<file path="config.mk">
export PLATFORM = sky130hd
export DESIGN_NAME = integer_to_radix_digits_unit
export DESIGN_NICKNAME = d
export VERILOG_FILES = /design/src/rtl/core/itrd_pkg.sv /design/src/rtl/core/itrd_front.sv /design/src/rtl/core/itrd_queue.sv /design/src/rtl/core/itrd_back.sv /design/src/rtl/core/integer_to_radix_digits_unit.sv
export SDC_FILE = /design/constraint.sdc
export NUM_CORES = 1
export LEC_CHECK = 0
export BUFFER_PORTS_ARGS = -buffer_cell sky130_fd_sc_hd__clkbuf_2
export CORE_MARGIN = 5
export CORE_UTILIZATION = 35
export CTS_BUF_LIST = sky130_fd_sc_hd__clkbuf_16
export CTS_CLUSTER_DIAMETER = 200
export DETAILED_ROUTE_END_ITERATION = 12
export GPL_ROUTABILITY_DRIVEN = 0
export SLEW_MARGIN = 20
export SYNTH_ARGS = -nofsm -noshare
export SYNTH_HDL_FRONTEND = slang
export SYNTH_SLANG_ARGS = --single-unit
</file>
<file path="constraint.sdc">
create_clock -name clk -period 11.6 [get_ports clk]
set_input_delay 1.16 -clock clk [delete_from_list [all_inputs] [get_ports clk]]
set_output_delay 1.16 -clock clk [all_outputs]
set_load 0.02 [all_outputs]
</file>
<file path="src/rtl/core/itrd_pkg.sv">
`default_nettype none

package itrd_pkg;

    localparam int CHAR_W    = 8;
    localparam int DIGIT_W   = 4;
    localparam int RADIX_W   = 5;
    localparam int ALPHA_W   = 64;
    localparam int REG_IDX_W = 2;
    localparam int DIV_STEPS = 8;

    typedef logic [RADIX_W-1:0]   radix_t;
    typedef logic [CHAR_W-1:0]    char_t;
    typedef logic [DIGIT_W-1:0]   digit_t;
    typedef logic [ALPHA_W-1:0]   alpha_t;
    typedef logic [REG_IDX_W-1:0] reg_idx_t;

    localparam radix_t MIN_RADIX = radix_t'(2);
    localparam radix_t MAX_RADIX = radix_t'(16);

    localparam char_t MINUS_CHAR = 8'h2D;

    localparam reg_idx_t REG_ALPHA_LOW  = 2'd0;
    localparam reg_idx_t REG_ALPHA_HIGH = 2'd1;
    localparam reg_idx_t REG_BASE_SIZE  = 2'd2;

    // Digit d maps to byte d of the 128-bit alphabet (low word holds 0..7).
    function automatic char_t digit_char(alpha_t lo, alpha_t hi, digit_t d);
        alpha_t word;
        word = d[DIGIT_W-1] ? hi : lo;
        return word[{d[DIGIT_W-2:0], 3'b000} +: CHAR_W];
    endfunction

endpackage

`default_nettype wire

</file>
<file path="src/rtl/core/itrd_front.sv">
`default_nettype none

module itrd_front #(
    parameter int VALUE_BITS = 32
) (
    input  wire logic                  clk,
    input  wire logic                  rst_n,
    input  wire logic                  start,
    input  wire logic [VALUE_BITS-1:0] value,
    output logic                       busy,
    input  wire logic                  q_full,
    output logic                       push,
    output logic [VALUE_BITS:0]        push_data
);

    logic                  valid_reg, valid_next;
    logic                  neg_reg, neg_next;
    logic [VALUE_BITS-1:0] mag_reg, mag_next;
    logic                  accept;

    assign push      = valid_reg && !q_full;
    assign busy      = valid_reg && q_full;
    assign accept    = start && !busy;
    assign push_data = {neg_reg, mag_reg};

    // Two's complement negate: the most negative value maps onto 2^(VALUE_BITS-1).
    always_comb
    begin
        valid_next = valid_reg;
        neg_next   = neg_reg;
        mag_next   = mag_reg;
        if (accept)
        begin
            valid_next = 1'b1;
            neg_next   = value[VALUE_BITS-1];
            mag_next   = value[VALUE_BITS-1] ? (~value + VALUE_BITS'(1)) : value;
        end
        else if (push)
        begin
            valid_next = 1'b0;
        end
    end

    always_ff @(posedge clk or negedge rst_n)
    begin
        if (!rst_n)
        begin
            valid_reg <= 1'b0;
        end
        else
        begin
            valid_reg <= valid_next;
        end
    end

    always_ff @(posedge clk)
    begin
        neg_reg <= neg_next;
        mag_reg <= mag_next;
    end

endmodule

`default_nettype wire

</file>
<file path="src/rtl/core/itrd_queue.sv">
`default_nettype none

module itrd_queue #(
    parameter int WIDTH = 33,
    parameter int DEPTH = 2
) (
    input  wire logic             clk,
    input  wire logic             rst_n,
    input  wire logic             push,
    input  wire logic [WIDTH-1:0] push_data,
    input  wire logic             pop,
    output logic [WIDTH-1:0]      head_data,
    output logic                  full,
    output logic                  empty
);

    localparam int PTR_W = $clog2(DEPTH);
    localparam int CNT_W = $clog2(DEPTH + 1);

    logic [WIDTH-1:0] entry_reg [DEPTH];
    logic [PTR_W-1:0] wr_ptr_reg, wr_ptr_next;
    logic [PTR_W-1:0] rd_ptr_reg, rd_ptr_next;
    logic [CNT_W-1:0] count_reg, count_next;
    logic             do_push, do_pop;

    assign full      = (count_reg == CNT_W'(DEPTH));
    assign empty     = (count_reg == '0);
    assign do_push   = push && !full;
    assign do_pop    = pop && !empty;
    assign head_data = entry_reg[rd_ptr_reg];

    always_comb
    begin
        wr_ptr_next = wr_ptr_reg;
        rd_ptr_next = rd_ptr_reg;
        count_next  = count_reg;
        if (do_push)
        begin
            wr_ptr_next = (wr_ptr_reg == PTR_W'(DEPTH - 1)) ? '0 : wr_ptr_reg + PTR_W'(1);
        end
        if (do_pop)
        begin
            rd_ptr_next = (rd_ptr_reg == PTR_W'(DEPTH - 1)) ? '0 : rd_ptr_reg + PTR_W'(1);
        end
        if (do_push && !do_pop)
        begin
            count_next = count_reg + CNT_W'(1);
        end
        else if (do_pop && !do_push)
        begin
            count_next = count_reg - CNT_W'(1);
        end
    end

    always_ff @(posedge clk or negedge rst_n)
    begin
        if (!rst_n)
        begin
            wr_ptr_reg <= '0;
            rd_ptr_reg <= '0;
            count_reg  <= '0;
        end
        else
        begin
            wr_ptr_reg <= wr_ptr_next;
            rd_ptr_reg <= rd_ptr_next;
            count_reg  <= count_next;
        end
    end

    always_ff @(posedge clk)
    begin
        if (do_push)
        begin
            entry_reg[wr_ptr_reg] <= push_data;
        end
    end

endmodule

`default_nettype wire

</file>
<file path="src/rtl/core/itrd_back.sv">
`default_nettype none

module itrd_back #(
    parameter int VALUE_BITS = 32
) (
    input  wire logic                  clk,
    input  wire logic                  rst_n,
    input  wire logic [VALUE_BITS:0]   head_data,
    input  wire logic                  q_empty,
    output logic                       pop,
    input  wire itrd_pkg::radix_t      radix,
    input  wire itrd_pkg::alpha_t      alpha_low,
    input  wire itrd_pkg::alpha_t      alpha_high,
    output itrd_pkg::char_t            character,
    output logic                       last,
    output logic                       strobe
);

    import itrd_pkg::*;

    localparam int CYC   = (VALUE_BITS + DIV_STEPS - 1) / DIV_STEPS;
    localparam int DW    = CYC * DIV_STEPS;
    localparam int CYC_W = (CYC > 1) ? $clog2(CYC) : 1;
    localparam int IDX_W = $clog2(VALUE_BITS);
    localparam int CNT_W = $clog2(VALUE_BITS + 1);

    localparam logic [1:0] ST_IDLE   = 2'd0;
    localparam logic [1:0] ST_DIV    = 2'd1;
    localparam logic [1:0] ST_SIGN   = 2'd2;
    localparam logic [1:0] ST_DIGITS = 2'd3;

    logic [1:0]       state_reg, state_next;
    logic             neg_reg, neg_next;
    logic [DW-1:0]    dvd_reg, dvd_next;
    logic [DW-1:0]    quo_reg, quo_next;
    radix_t           rem_reg, rem_next;
    logic [CYC_W-1:0] cyc_reg, cyc_next;
    logic [CNT_W-1:0] nd_reg, nd_next;
    logic [IDX_W-1:0] emit_reg, emit_next;
    logic             strobe_reg, strobe_next;
    char_t            char_reg, char_next;
    logic             last_reg, last_next;

    digit_t           digit_reg [VALUE_BITS];
    logic             digit_we;

    radix_t           div_rem;
    logic [DW-1:0]    div_dvd;
    logic [DW-1:0]    div_quo;
    digit_t           emit_digit;

    assign character  = char_reg;
    assign last       = last_reg;
    assign strobe     = strobe_reg;
    assign pop        = (state_reg == ST_IDLE) && !q_empty;
    assign emit_digit = digit_reg[emit_reg];

    // Restoring long division by the radix, DIV_STEPS dividend bits per cycle.
    // Remainder stays below the radix, so it fits in DIGIT_W bits before each shift.
    always_comb
    begin
        div_rem = rem_reg;
        div_dvd = dvd_reg;
        div_quo = quo_reg;
        for (int i = 0; i < DIV_STEPS; i++)
        begin
            div_rem = {div_rem[DIGIT_W-1:0], div_dvd[DW-1]};
            div_dvd = {div_dvd[DW-2:0], 1'b0};
            if (div_rem >= radix)
            begin
                div_rem = div_rem - radix;
                div_quo = {div_quo[DW-2:0], 1'b1};
            end
            else
            begin
                div_quo = {div_quo[DW-2:0], 1'b0};
            end
        end
    end

    always_comb
    begin
        state_next  = state_reg;
        neg_next    = neg_reg;
        dvd_next    = dvd_reg;
        quo_next    = quo_reg;
        rem_next    = rem_reg;
        cyc_next    = cyc_reg;
        nd_next     = nd_reg;
        emit_next   = emit_reg;
        strobe_next = 1'b0;
        char_next   = char_reg;
        last_next   = last_reg;
        digit_we    = 1'b0;
        unique case (state_reg)
            ST_IDLE:
            begin
                if (!q_empty)
                begin
                    neg_next   = head_data[VALUE_BITS];
                    dvd_next   = DW'(head_data[VALUE_BITS-1:0]);
                    quo_next   = '0;
                    rem_next   = '0;
                    cyc_next   = '0;
                    nd_next    = '0;
                    state_next = ST_DIV;
                end
            end
            ST_DIV:
            begin
                dvd_next = div_dvd;
                quo_next = div_quo;
                rem_next = div_rem;
                cyc_next = cyc_reg + CYC_W'(1);
                if (cyc_reg == CYC_W'(CYC - 1))
                begin
                    digit_we = 1'b1;
                    nd_next  = nd_reg + CNT_W'(1);
                    if (div_quo == '0 || nd_reg == CNT_W'(VALUE_BITS - 1))
                    begin
                        emit_next  = nd_reg[IDX_W-1:0];
                        state_next = neg_reg ? ST_SIGN : ST_DIGITS;
                    end
                    else
                    begin
                        dvd_next = div_quo;
                        rem_next = '0;
                        cyc_next = '0;
                    end
                end
            end
            ST_SIGN:
            begin
                strobe_next = 1'b1;
                char_next   = MINUS_CHAR;
                last_next   = 1'b0;
                state_next  = ST_DIGITS;
            end
            ST_DIGITS:
            begin
                strobe_next = 1'b1;
                char_next   = digit_char(alpha_low, alpha_high, emit_digit);
                last_next   = (emit_reg == '0);
                if (emit_reg == '0)
                begin
                    state_next = ST_IDLE;
                end
                else
                begin
                    emit_next = emit_reg - IDX_W'(1);
                end
            end
            default:
            begin
                state_next = ST_IDLE;
            end
        endcase
    end

    always_ff @(posedge clk or negedge rst_n)
    begin
        if (!rst_n)
        begin
            state_reg  <= ST_IDLE;
            strobe_reg <= 1'b0;
        end
        else
        begin
            state_reg  <= state_next;
            strobe_reg <= strobe_next;
        end
    end

    always_ff @(posedge clk)
    begin
        neg_reg  <= neg_next;
        dvd_reg  <= dvd_next;
        quo_reg  <= quo_next;
        rem_reg  <= rem_next;
        cyc_reg  <= cyc_next;
        nd_reg   <= nd_next;
        emit_reg <= emit_next;
        char_reg <= char_next;
        last_reg <= last_next;
        if (digit_we)
        begin
            digit_reg[nd_reg[IDX_W-1:0]] <= div_rem[DIGIT_W-1:0];
        end
    end

endmodule

`default_nettype wire

</file>
<file path="src/rtl/core/integer_to_radix_digits_unit.sv">
`default_nettype none

// Signed integer to radix text, one character per strobe.
// Each digit takes one pass of the 8-bit-per-cycle divider. Then one character per cycle
// (sign, then digits). The converter takes a new item only after its last character;
// a 2-entry queue buffers inputs.
// Reset clears control state; alphabet resets to zero, base size to 2.

module integer_to_radix_digits_unit #(
    parameter int VALUE_BITS = 32
) (
    input  wire logic                      clk,
    input  wire logic                      rst_n,
    input  wire logic                      start,
    output logic                           busy,
    input  wire logic [VALUE_BITS-1:0]     value,
    output itrd_pkg::char_t                character,
    output logic                           last,
    output logic                           strobe,
    input  wire logic                      wr_en,
    input  wire itrd_pkg::reg_idx_t        wr_index,
    input  wire itrd_pkg::alpha_t          wr_data
);

    import itrd_pkg::*;

    alpha_t  alpha_low_reg;
    alpha_t  alpha_high_reg;
    radix_t  base_reg;
    radix_t  radix;

    logic                q_full;
    logic                q_empty;
    logic                q_push;
    logic                q_pop;
    logic [VALUE_BITS:0] q_push_data;
    logic [VALUE_BITS:0] q_head_data;

    always_ff @(posedge clk or negedge rst_n)
    begin
        if (!rst_n)
        begin
            alpha_low_reg  <= '0;
            alpha_high_reg <= '0;
            base_reg       <= MIN_RADIX;
        end
        else if (wr_en)
        begin
            unique case (wr_index)
                REG_ALPHA_LOW:  alpha_low_reg  <= wr_data;
                REG_ALPHA_HIGH: alpha_high_reg <= wr_data;
                REG_BASE_SIZE:  base_reg       <= wr_data[RADIX_W-1:0];
                default:        ;
            endcase
        end
    end

    always_comb
    begin
        priority if (base_reg < MIN_RADIX)
        begin
            radix = MIN_RADIX;
        end
        else if (base_reg > MAX_RADIX)
        begin
            radix = MAX_RADIX;
        end
        else
        begin
            radix = base_reg;
        end
    end

    itrd_front #(
        .VALUE_BITS (VALUE_BITS)
    ) u_front (
        .clk       (clk),
        .rst_n     (rst_n),
        .start     (start),
        .value     (value),
        .busy      (busy),
        .q_full    (q_full),
        .push      (q_push),
        .push_data (q_push_data)
    );

    itrd_queue #(
        .WIDTH (VALUE_BITS + 1),
        .DEPTH (2)
    ) u_queue (
        .clk       (clk),
        .rst_n     (rst_n),
        .push      (q_push),
        .push_data (q_push_data),
        .pop       (q_pop),
        .head_data (q_head_data),
        .full      (q_full),
        .empty     (q_empty)
    );

    itrd_back #(
        .VALUE_BITS (VALUE_BITS)
    ) u_back (
        .clk        (clk),
        .rst_n      (rst_n),
        .head_data  (q_head_data),
        .q_empty    (q_empty),
        .pop        (q_pop),
        .radix      (radix),
        .alpha_low  (alpha_low_reg),
        .alpha_high (alpha_high_reg),
        .character  (character),
        .last       (last),
        .strobe     (strobe)
    );

endmodule

`default_nettype wire

</file>
Word level (Yosys, flattened, before mapping)
Memory sizes are Yosys's and may differ from the RTL's. A register that Yosys moved wholly into a read port is not among the register bits.
Index checks and enable logic that the tools add are counted.
{ "word_totals": {"in_bits": 102, "word_cells": 161, "mem_count": 2, "reg_bits": 257, "output_inout_bits": 11, "ram_bits": 194} }
{ "mem_list": {"columns": ["memory", "words", "width", "rd", "rd_clocked_by_memory_dff", "wr", "line", "source"], "rows": [
  ["u_back.digit_reg", 32, 4, 1, 1, 1, "itrd_back.sv:44", "digit_t digit_reg [VALUE_BITS];"],
  ["u_queue.entry_reg", 2, 33, 1, 0, 1, "itrd_queue.sv:20", "logic [WIDTH-1:0] entry_reg [DEPTH];"]
]} }
{ "classes": {"reduce_logical": 33, "shift": 1, "n_eq_ne": 13, "muxes": 63, "n_addsub": 16, "n_lt_le_gt_ge": 10, "bitwise": 2} }
{ "op_table": {"columns": ["operator", "count"], "rows": [
  ["32-bit 2-to-1 mux", 3],
  ["64-bit 2-to-1 mux", 1],
  ["32-bit case mux with 2 select lines", 1],
  ["64-bit by 7-bit variable part select with 8-bit output", 1],
  ["24-bit case mux with 2 select lines", 1],
  ["4-bit 2-to-1 mux", 11],
  ["5-bit greater-or-equal comparator", 8],
  ["32-bit by 1-bit adder with 32-bit output, second input constant", 1],
  ["32-bit zero test", 1],
  ["32-bit inverter", 1],
  ["4-bit subtractor", 8],
  ["31-bit 2-to-1 mux", 1],
  ["5-bit 2-to-1 mux", 6],
  ["24-bit 2-to-1 mux", 1],
  ["1-bit 2-to-1 mux", 20],
  ["2-bit 2-to-1 mux", 9],
  ["8-bit case mux with 2 select lines", 1],
  ["6-bit 2-to-1 mux", 2],
  ["6-bit case mux with 2 select lines", 1],
  ["2-bit equality test, second input constant", 5],
  ["5-bit case mux with 2 select lines", 1],
  ["2-bit AND reduction", 5],
  ["2-bit nonzero test", 5],
  ["1-bit logical AND", 8],
  ["other kinds (23)", 36]
]} }

Depth between registers and ports, before layout
Gate-level depths: netlist of run 1.
{ "depth": {"depth_word": 25, "mapped_depth": 53, "depth_no_buf": 51} }

By module
Synthesis of run 1 repeated with hierarchy kept, for this count alone.
{ "hier_totals": {"cells_unflattened": 1457, "area_unflattened_um2": 22036.1} }
{ "modules_own_cells": {"columns": ["module", "seq_area_each_um2", "area_per_inst_um2", "n_inst", "cells_per_inst"], "rows": [
  ["itrd_back", 6511.2, 12109.1, 1, 911],
  ["integer_to_radix_digits_unit", 3329.4, 5403.9, 1, 290],
  ["itrd_queue", 2082.0, 2730.1, 1, 122],
  ["itrd_front", 1016.0, 1793.0, 1, 134]
]} }

Worst setup path after synthesis of run 1
No wires, ideal clock.
{ "synth_path": {"kind": "flip-flop to flip-flop", "startpoint": "register base_reg[3]", "endpoint": "memory u_back.digit_reg[0][3] (netlist name) (data pin)", "setup_ns": 0.392, "setup_slack_ns": -0.446, "stages_incl_launch_ff": 50, "arrival_time_ns": 11.654, "cell_sequence": "dfrtp_1 -> nor2_1 -> o21ai_0 -> ha_1 -> a21o_1 -> a21oi_1 -> o21ai_1 -> mux2_2 -> ha_1 -> a21oi_1 -> o21ai_1 -> mux2_2 -> inv_1 -> ha_1 -> a21o_1 -> a21oi_1 -> o21ai_1 -> mux2_2 -> [... 14 more ...] -> a21o_1 -> a211o_1 -> and2_1 -> clkbuf_1 -> mux2i_1 -> ha_1 -> a21o_1 -> a21oi_1 -> o21ai_1 -> inv_1 -> nor2_1 -> a21o_1 -> ha_1 -> a21o_1 -> a21oi_1 -> o21bai_1 -> o21ba_2 -> a22oi_1"} }
{ "synth_between": {"elab_chain_cells": 19, "elab_cells_between_ends": 28, "classes_between": "add/sub (8); order compare (10); mux (10)"} }
{ "synth_rtl": {"columns": ["element", "line", "source"], "rows": [
  ["from (decl)", "integer_to_radix_digits_unit.sv:29", "radix_t base_reg;"],
  ["from (signal assigned)", "integer_to_radix_digits_unit.sv:52", "REG_BASE_SIZE: base_reg <= wr_data[RADIX_W-1:0];"],
  ["5-bit greater-than comparator", "integer_to_radix_digits_unit.sv:64", "else if (base_reg > MAX_RADIX)"],
  ["5-bit 2-to-1 mux", "integer_to_radix_digits_unit.sv:64", null],
  ["5-bit 2-to-1 mux *", "integer_to_radix_digits_unit.sv:60", "priority if (base_reg < MIN_RADIX)"],
  ["4-bit subtractor or 5-bit greater-or-equal comparator (tied branches)", "itrd_back.sv:71, itrd_back.sv:69", null],
  ["4-bit 2-to-1 mux", "itrd_back.sv:69", "if (div_rem >= radix)"],
  ["4-bit subtractor or 5-bit greater-or-equal comparator (tied branches)", "itrd_back.sv:71, itrd_back.sv:69", null],
  ["4-bit 2-to-1 mux", "itrd_back.sv:69", null],
  ["4-bit subtractor or 5-bit greater-or-equal comparator (tied branches)", "itrd_back.sv:71, itrd_back.sv:69", null],
  ["[... 4 more ...]", null, null],
  ["4-bit 2-to-1 mux", "itrd_back.sv:69", null],
  ["4-bit subtractor or 5-bit greater-or-equal comparator (tied branches)", "itrd_back.sv:71, itrd_back.sv:69", null],
  ["4-bit 2-to-1 mux", "itrd_back.sv:69", null],
  ["4-bit subtractor or 5-bit greater-or-equal comparator (tied branches)", "itrd_back.sv:71, itrd_back.sv:69", null],
  ["4-bit 2-to-1 mux", "itrd_back.sv:69", null],
  ["4-bit subtractor or 5-bit greater-or-equal comparator (tied branches)", "itrd_back.sv:71, itrd_back.sv:69", null],
  ["4-bit 2-to-1 mux *", "itrd_back.sv:69", null],
  ["named net u_back.div_rem[3]", "itrd_back.sv:47", "radix_t div_rem;"],
  ["to (decl)", "itrd_back.sv:44", null]
]} }
The timed path passes the listed nets; every way through them passes the cells marked *.

Worst setup path after layout of run 1
{ "layout_path": {"startpoint": "register base_reg[3]", "endpoint": "register u_back.dvd_reg[28] (data pin)"} }
{ "layout_between": {"elab_chain_cells": 24, "elab_cells_between_ends": 39, "classes_between": "add/sub (7); order compare (10); mux (20); reduce/logical (2)"} }
{ "layout_rtl": {"columns": ["element", "line", "source"], "rows": [
  ["5-bit greater-than comparator", "integer_to_radix_digits_unit.sv:64", null],
  ["5-bit 2-to-1 mux", "integer_to_radix_digits_unit.sv:64", null],
  ["5-bit 2-to-1 mux *", "integer_to_radix_digits_unit.sv:60", null],
  ["4-bit subtractor or 5-bit greater-or-equal comparator (tied branches)", "itrd_back.sv:71, itrd_back.sv:69", null],
  ["4-bit 2-to-1 mux", "itrd_back.sv:69", null],
  ["4-bit subtractor or 5-bit greater-or-equal comparator (tied branches)", "itrd_back.sv:71, itrd_back.sv:69", null],
  ["4-bit 2-to-1 mux", "itrd_back.sv:69", null],
  ["4-bit subtractor or 5-bit greater-or-equal comparator (tied branches)", "itrd_back.sv:71, itrd_back.sv:69", null],
  ["[... 9 more ...]", null, null],
  ["5-bit greater-or-equal comparator", "itrd_back.sv:69", null],
  ["1-bit 2-to-1 mux", "itrd_back.sv:69", null],
  ["32-bit zero test *", "itrd_back.sv:119", "if (div_quo == '0 || nd_reg == CNT_W'(VALUE_BITS - 1))"],
  ["1-bit logical OR *", "itrd_back.sv:119", null],
  ["32-bit 2-to-1 mux *", "itrd_back.sv:119", null],
  ["32-bit 2-to-1 mux *", "itrd_back.sv:115", "if (cyc_reg == CYC_W'(CYC - 1))"],
  ["32-bit case mux with 2 select lines *", "itrd_back.sv:95", "unique case (state_reg)"],
  ["named net u_back.dvd_next[28]", "itrd_back.sv:34", "logic [DW-1:0] dvd_reg, dvd_next;"],
  ["to (signal assigned)", "itrd_back.sv:177", "dvd_reg <= dvd_next;"],
  ["to (decl)", "itrd_back.sv:34", null]
]} }
Marks and branches as above.
A chain may end at the register's enable or synchronous reset.

==> results of run 1 <==
[Yosys cell counts, types with 7 or more instances]
| cell | number |
|---|---|
| nand3_1 | 8 |
| dfrtp_1 | 140 |
| mux2_2 | 162 |
| xnor2_1 | 47 |
| nand3b_1 | 8 |
| mux4_2 | 34 |
| clkbuf_1 | 40 |
| o31ai_1 | 7 |
| buf_2 | 15 |
| a22oi_1 | 9 |
| o21ai_1 | 13 |
| a211oi_1 | 25 |
| ha_1 | 54 |
| nor2_1 | 61 |
| mux2_1 | 7 |
| nor4_1 | 9 |
| o22ai_1 | 7 |
| mux2i_1 | 126 |
| nand2_1 | 43 |
| inv_1 | 47 |
| nor2b_1 | 28 |
| o21ai_0 | 13 |
| a21o_1 | 19 |
| and2_1 | 28 |
| edfxtp_1 | 310 |
| fa_1 | 8 |
| xor2_1 | 9 |
| nand2b_1 | 14 |
| a21oi_1 | 54 |
[layout by cell type, fill, tap and decap left out, types with 5 or more instances in the layout]
cell type,count
dfrtp_1,139
o41ai_1,6
mux4_2,34
o31ai_1,6
clkbuf_16,51
fa_1,8
nand3b_1,8
clkinv_1,6
clkbuf_2,111
and2_1,28
o21ai_0,12
a221oi_1,6
nor3_1,5
a21o_1,19
a22oi_1,8
xor2_1,9
xnor2_1,47
nor4_1,9
clkinv_2,11
o22ai_1,7
mux2i_1,124
nand2b_1,14
inv_1,59
a21oi_1,52
nand3_1,8
mux2_1,7
buf_4,30
nand2_1,43
nor2b_1,28
nor2_1,60
ha_1,53
o21ai_1,10
edfxtp_1,310
or4_1,5
mux2_2,162
a211oi_1,25
[routing by layer]
metal | share of wire | track usage | up-vias
met5 | 0.00061 | 0 | -
met4 | 0.023 | 0.03868 | 4
met3 | 0.043 | 0.02111 | 68
met2 | 0.47 | 0.2159 | 250
met1 | 0.46 | 0.1805 | 6054
li1 | - | - | 5696
[layout make-up]
class                      instances  area [µm²]
multi-input combinational        871        7845
inverter                          48       183.9
fill                            5594       35760
clock inverter                    42       320.3
sequential                       456       12940
clock buffer                      49        1226
timing repair buffer             146       882.1
tap                              782       978.4
[worst min-delay path by stage]
| stage | to | slack [ns] | cells after the start |
|---|---|---|---|
| 4_1_cts | u_queue.entry_reg[0][5] | 0.45 | 0 |
| 2_1_floorplan | u_queue.entry_reg[0][0] | 0.42 | 0 |
| 6_report | u_queue.entry_reg[0][5] | 0.44 | 0 |
| 3_3_place_gp | u_queue.entry_reg[0][26] | 0.43 | 0 |
| 3_5_place_dp | u_queue.entry_reg[1][5] | 0.44 | 0 |
| 5_1_grt | u_queue.entry_reg[0][24] | 0.46 | 0 |
[critical path: cells and delay by family (launching register included)]
family	cells	cell delay, ns
AOI/OAI and AO/OA	24	4.16
adders and majority gates	8	2.40
muxes	7	2.17
buffers and inverters	7	1.00
and+or+nand+nor	4	0.49
DFF	1	0.40
[repair_timing]
item | 4_1_cts | 5_1_grt
resized for setup | 0 | 15
setup buffers | 0 | 3
hold buffers | 0 | 0
setup endpoints to repair | 0 | 175
[logic make-up after synthesis]
kind of cell / Yosys count / share of synthesized area
compound gates: 189 / 0.05926
buf+inv: 115 / 0.02251
simple gates: 235 / 0.05908
fa+ha+maj: 62 / 0.03947
flops: 456 / 0.6110
mux: 329 / 0.1856
xor+xnor: 56 / 0.02316
[through the flow]
| stage | instance area, µm² | setup WS, ns | hold WS [ns] | cells |
|---|---|---|---|---|
| after floorplan | 21180 | 0.04262 | 0.4215 | 1442 |
| after global placement | 22690 | 0.3734 | 0.4266 | 2298 |
| after detailed placement | 22690 | 0.09506 | 0.4369 | 2298 |
| after CTS | 24230 | 0.03378 | 0.4476 | 2389 |
| after global routing | 24380 | 0.01179 | 0.4575 | 2394 |
| final | 24380 | 0.6446 | 0.4428 | 2394 |
==> impl_metrics.ini, run 1 <==
[floorplan]
die_h_um = 256.0
die-area_um2 = 65530
initial_core_util = 0.3522
ios = 113
std_cell_rows = 90
die_width_um = 256.0
core_area_um2 = 60130

[synthesis]
yosysUniqueCellTypes = 68
ys_ff_latch = 456
yosysWarnings = 0
synth_cells = 1442
seq_area_frac_synth = 0.6110
synth_top_flop_cell = edfxtp_1
synth_top_area_frac = 0.4396
synth_edf_count = 310
netlist_area_um2 = 21180
async_flop_share = 0.3092
synth_area_per_cell_um2 = 14.69
synth_nets = 1606
ys_top_cells_by_area = edfxtp_1 44%, dfrtp_1 17%, mux2_2 8.6%
synth_top_area_cell = edfxtp_1

[routing]
drc = 0
vias_per_cell = 5.043
firstDrtPassIters = 4
wire_per_inst_um = 18.52
drtAntennaViolNets = 0
wirelength_um = 44330
drt_iter0_drc = 728
route.vias.total = 12070

[sta]
final_max_slew_viol_count = 0
fin_skew_ns = 0.02549
fmax_mhz = 91.28
rsz0062_at_grt = false
hold_violations = 0
period_minus_slack_ns = 10.96
fin_tns_setup_ns = 0
tightestPinTransition_ns = 0.9560
relSlewSlack = 0.3626
setup_violations = 0
fin_crit_sh = 0.9444

[global_route]
grt_pass1_vias = 12520
grt_usage = 0.1311
grt_max_degree = 98
grt_pass1_wl_um = 69910
grt-ovfl-total = 0
grt_antenna_before_repair = 2

[setup_path]
rr_worst_depth = 50
r2r_end = u_back.dvd_reg[28]
worstSetupStartpoint = base_reg[3]
crit_arrival_ns = 11.24
r2r_start = base_reg[3]
reg2reg_slack_ns = 0.64
crit_top_cell = ha_1
critical-path-max-stage-delay_ns = 0.41
cp_slowest_cell = mux2_2
critPathKind = reg2reg
critPathLaunchType = register
worst_ep_required_time_ns = 11.89
endpoint = u_back.dvd_reg[28]
end_kind = register
worstPathMaxFanout = 15

[finish]
syn_to_final_growth_pct = 15.11
fin_util = 0.4054
nets = 1736
antenna_cells = 0
largest_reg_flops = 128
drive_above_1_share = 0.2754

[clocking]
clkTransAtPathRegs_ns = 0.06
clock_latency_ns = 0.59
cts_sinks = 456
clockBufferDepth = 3
cts-root-buf = clkbuf_16
numCtsBuffers = 49
cts_tree = done
htreeDepth = 2

[run_status]
status = finished, final reports clean

[hold_path]
hold_start = u_front.mag_reg[5]
hold_path_class = reg2reg

[placement]
hpwl_um = 29740
portBuffers = 112

[job]
max_cap_violations = 0
Power of run 1 is not shown: default switching activity piles up to over one toggle a cycle in this logic, so the estimate is an artifact.
==> run 2: changes to the inputs <==
CAP_MARGIN = 30   (was not set)
CELL_PAD_IN_SITES_DETAIL_PLACEMENT = 0   (was not set)
CELL_PAD_IN_SITES_GLOBAL_PLACEMENT = 1   (was not set)
PLACE_DENSITY_LB_ADDON = 0.1   (was not set)
clock period = 12.4 ns   (was 11.6 ns; I/O delays follow)
==> run 2 against run 1 <==
Critical path depth stayed put. Flip-flop and latch count stayed put. Largest cell class unchanged. Critical endpoint is now u_back.dvd_reg[21]. Count of clock-buffer cells in the layout is 2 higher. Final area hardly changed. Core utilization hardly changed.
==> impl_metrics.ini, run 2 (synthesis gave the netlist of run 1 again) <==
[global_route]
grt_pass1_wl_um = 75290
grt_max_degree = 97
grt_antenna_before_repair = 1
grt_pass1_vias = 12410
grt-ovfl-total = 0
grt_usage = 0.1459

[setup_path]
crit_top_cell = a21o_1
rr_worst_depth = 50
r2r_start = base_reg[3]
reg2reg_slack_ns = 0.82
crit_arrival_ns = 11.91
end_kind = register
critPathKind = reg2reg
cp_slowest_cell = mux2_2
crit_buf_inv = 4
critPathLaunchType = register
crit_family = compound AO/OA/AOI/OAI gates
worst_ep_required_time_ns = 12.73
worstPathMaxFanout = 31
r2r_end = u_back.dvd_reg[21]
critical-path-max-stage-delay_ns = 0.42

[clocking]
cts_sinks = 456
clkTransAtPathRegs_ns = 0.06
numCtsBuffers = 51
htreeDepth = 2
cts_tree = done
clock_latency_ns = 0.59
clockBufferDepth = 3
cts_hold_buf = 0
cts_setup_buffers = 0
cts-root-buf = clkbuf_16

[hold_path]
hold_start = u_front.mag_reg[25]
hold-path-cell-count = 0
hold_path_class = reg2reg
hold_end = u_queue.entry_reg[1][25]

[sta]
tightestPinTransition_ns = 0.9855
rsz0062_at_grt = false
period_minus_slack_ns = 11.58
fmax_mhz = 86.36
fin_skew_ns = 0.01570
final_max_slew_viol_count = 0
relSlewSlack = 0.3430
setup_violations = 0
layout_setup_ws_ns = 0.8202
fin_crit_sh = 0.9339
hold_violations = 0
hold_ws_ns = 0.4443

[finish]
layoutNonFillerInstCount = 2395
num-fill-cells = 5690
layout_common_cells = 310 x edfxtp_1, 162 x mux2_2, 139 x dfrtp_1
layout_commonest_cell = edfxtp_1
largest_reg_flops = 128
nets = 1735
drive_above_1_share = 0.2705
final_area_um2 = 24380
syn_to_final_growth_pct = 15.12

[floorplan]
ios = 113
die-area_um2 = 65530
core_area_um2 = 60130
initial_core_util = 0.3522
die_h_um = 256.0
die_width_um = 256.0
std_cell_rows = 90

[job]
max_cap_violations = 0

[routing]
wire_per_inst_um = 20.29
vias_per_cell = 4.997
drc = 0
route.vias.total = 11970
firstDrtPassIters = 5
wirelength_um = 48600
drtAntennaViolNets = 0
drt_iter0_drc = 499

[placement]
portBuffers = 112
dp.cells = 2295
hpwl_um = 32560
place_area_um2 = 22670
place_ws_ns = -0.1223

[run_status]
status = finished, final reports clean
-- run 2: layout make-up --
class | count | area, µm² | area share
diodes | 1 | 2.502 | 0.0001026
multi-input cells | 871 | 7845 | 0.3218
clock inverters | 43 | 306.5 | 0.01257
flip-flops and latches | 456 | 12940 | 0.5308
well taps | 782 | 978.4 | 0.04013
repair buffers | 143 | 849.6 | 0.03485
inverters | 48 | 180.2 | 0.007390
clock buffers | 51 | 1276 | 0.05235
-- run 2: per-layer routing --
| metal | vias up | GRT usage | wire length, µm |
|---|---|---|---|
| met5 | - | 0 | 0 |
| met4 | 0 | 0.03538 | 935 |
| met3 | 61 | 0.02368 | 1825 |
| met2 | 203 | 0.2413 | 23600 |
| met1 | 6004 | 0.2029 | 22240 |
| li1 | 5699 | - | - |
-- run 2: how the worst max path moves through the flow --
stage,start,endpoint,slack (ns),depth (start not counted)
floorplan,base_reg[3],u_back.digit_reg[0][3],0.35,49
global placement,base_reg[3],register,0.04,49
detailed placement,base_reg[3],u_back.dvd_reg[21],-0.12,50
CTS,base_reg[3],register,0.06,49
global route,base_reg[3],u_back.dvd_reg[29],0.02,50
finish,base_reg[3],u_back.dvd_reg[21],0.82,50
-- run 2: metrics by stage --
stage | utilization | TNS [ns]
2_1_floorplan | - | 0
3_3_place_gp | 0.3770 | 0
3_5_place_dp | 0.3770 | -3.089
4_1_cts | 0.4035 | 0
5_1_grt | 0.4054 | 0
6_report | 0.4054 | 0
-- run 2: what timing repair did --
| action | in CTS | in global routing |
|---|---|---|
| resized for setup | 2 | 8 |
| pin swaps | 0 | 0 |
| setup endpoints to repair | 39 | 174 |
Power of run 2 is left out for the same reason.
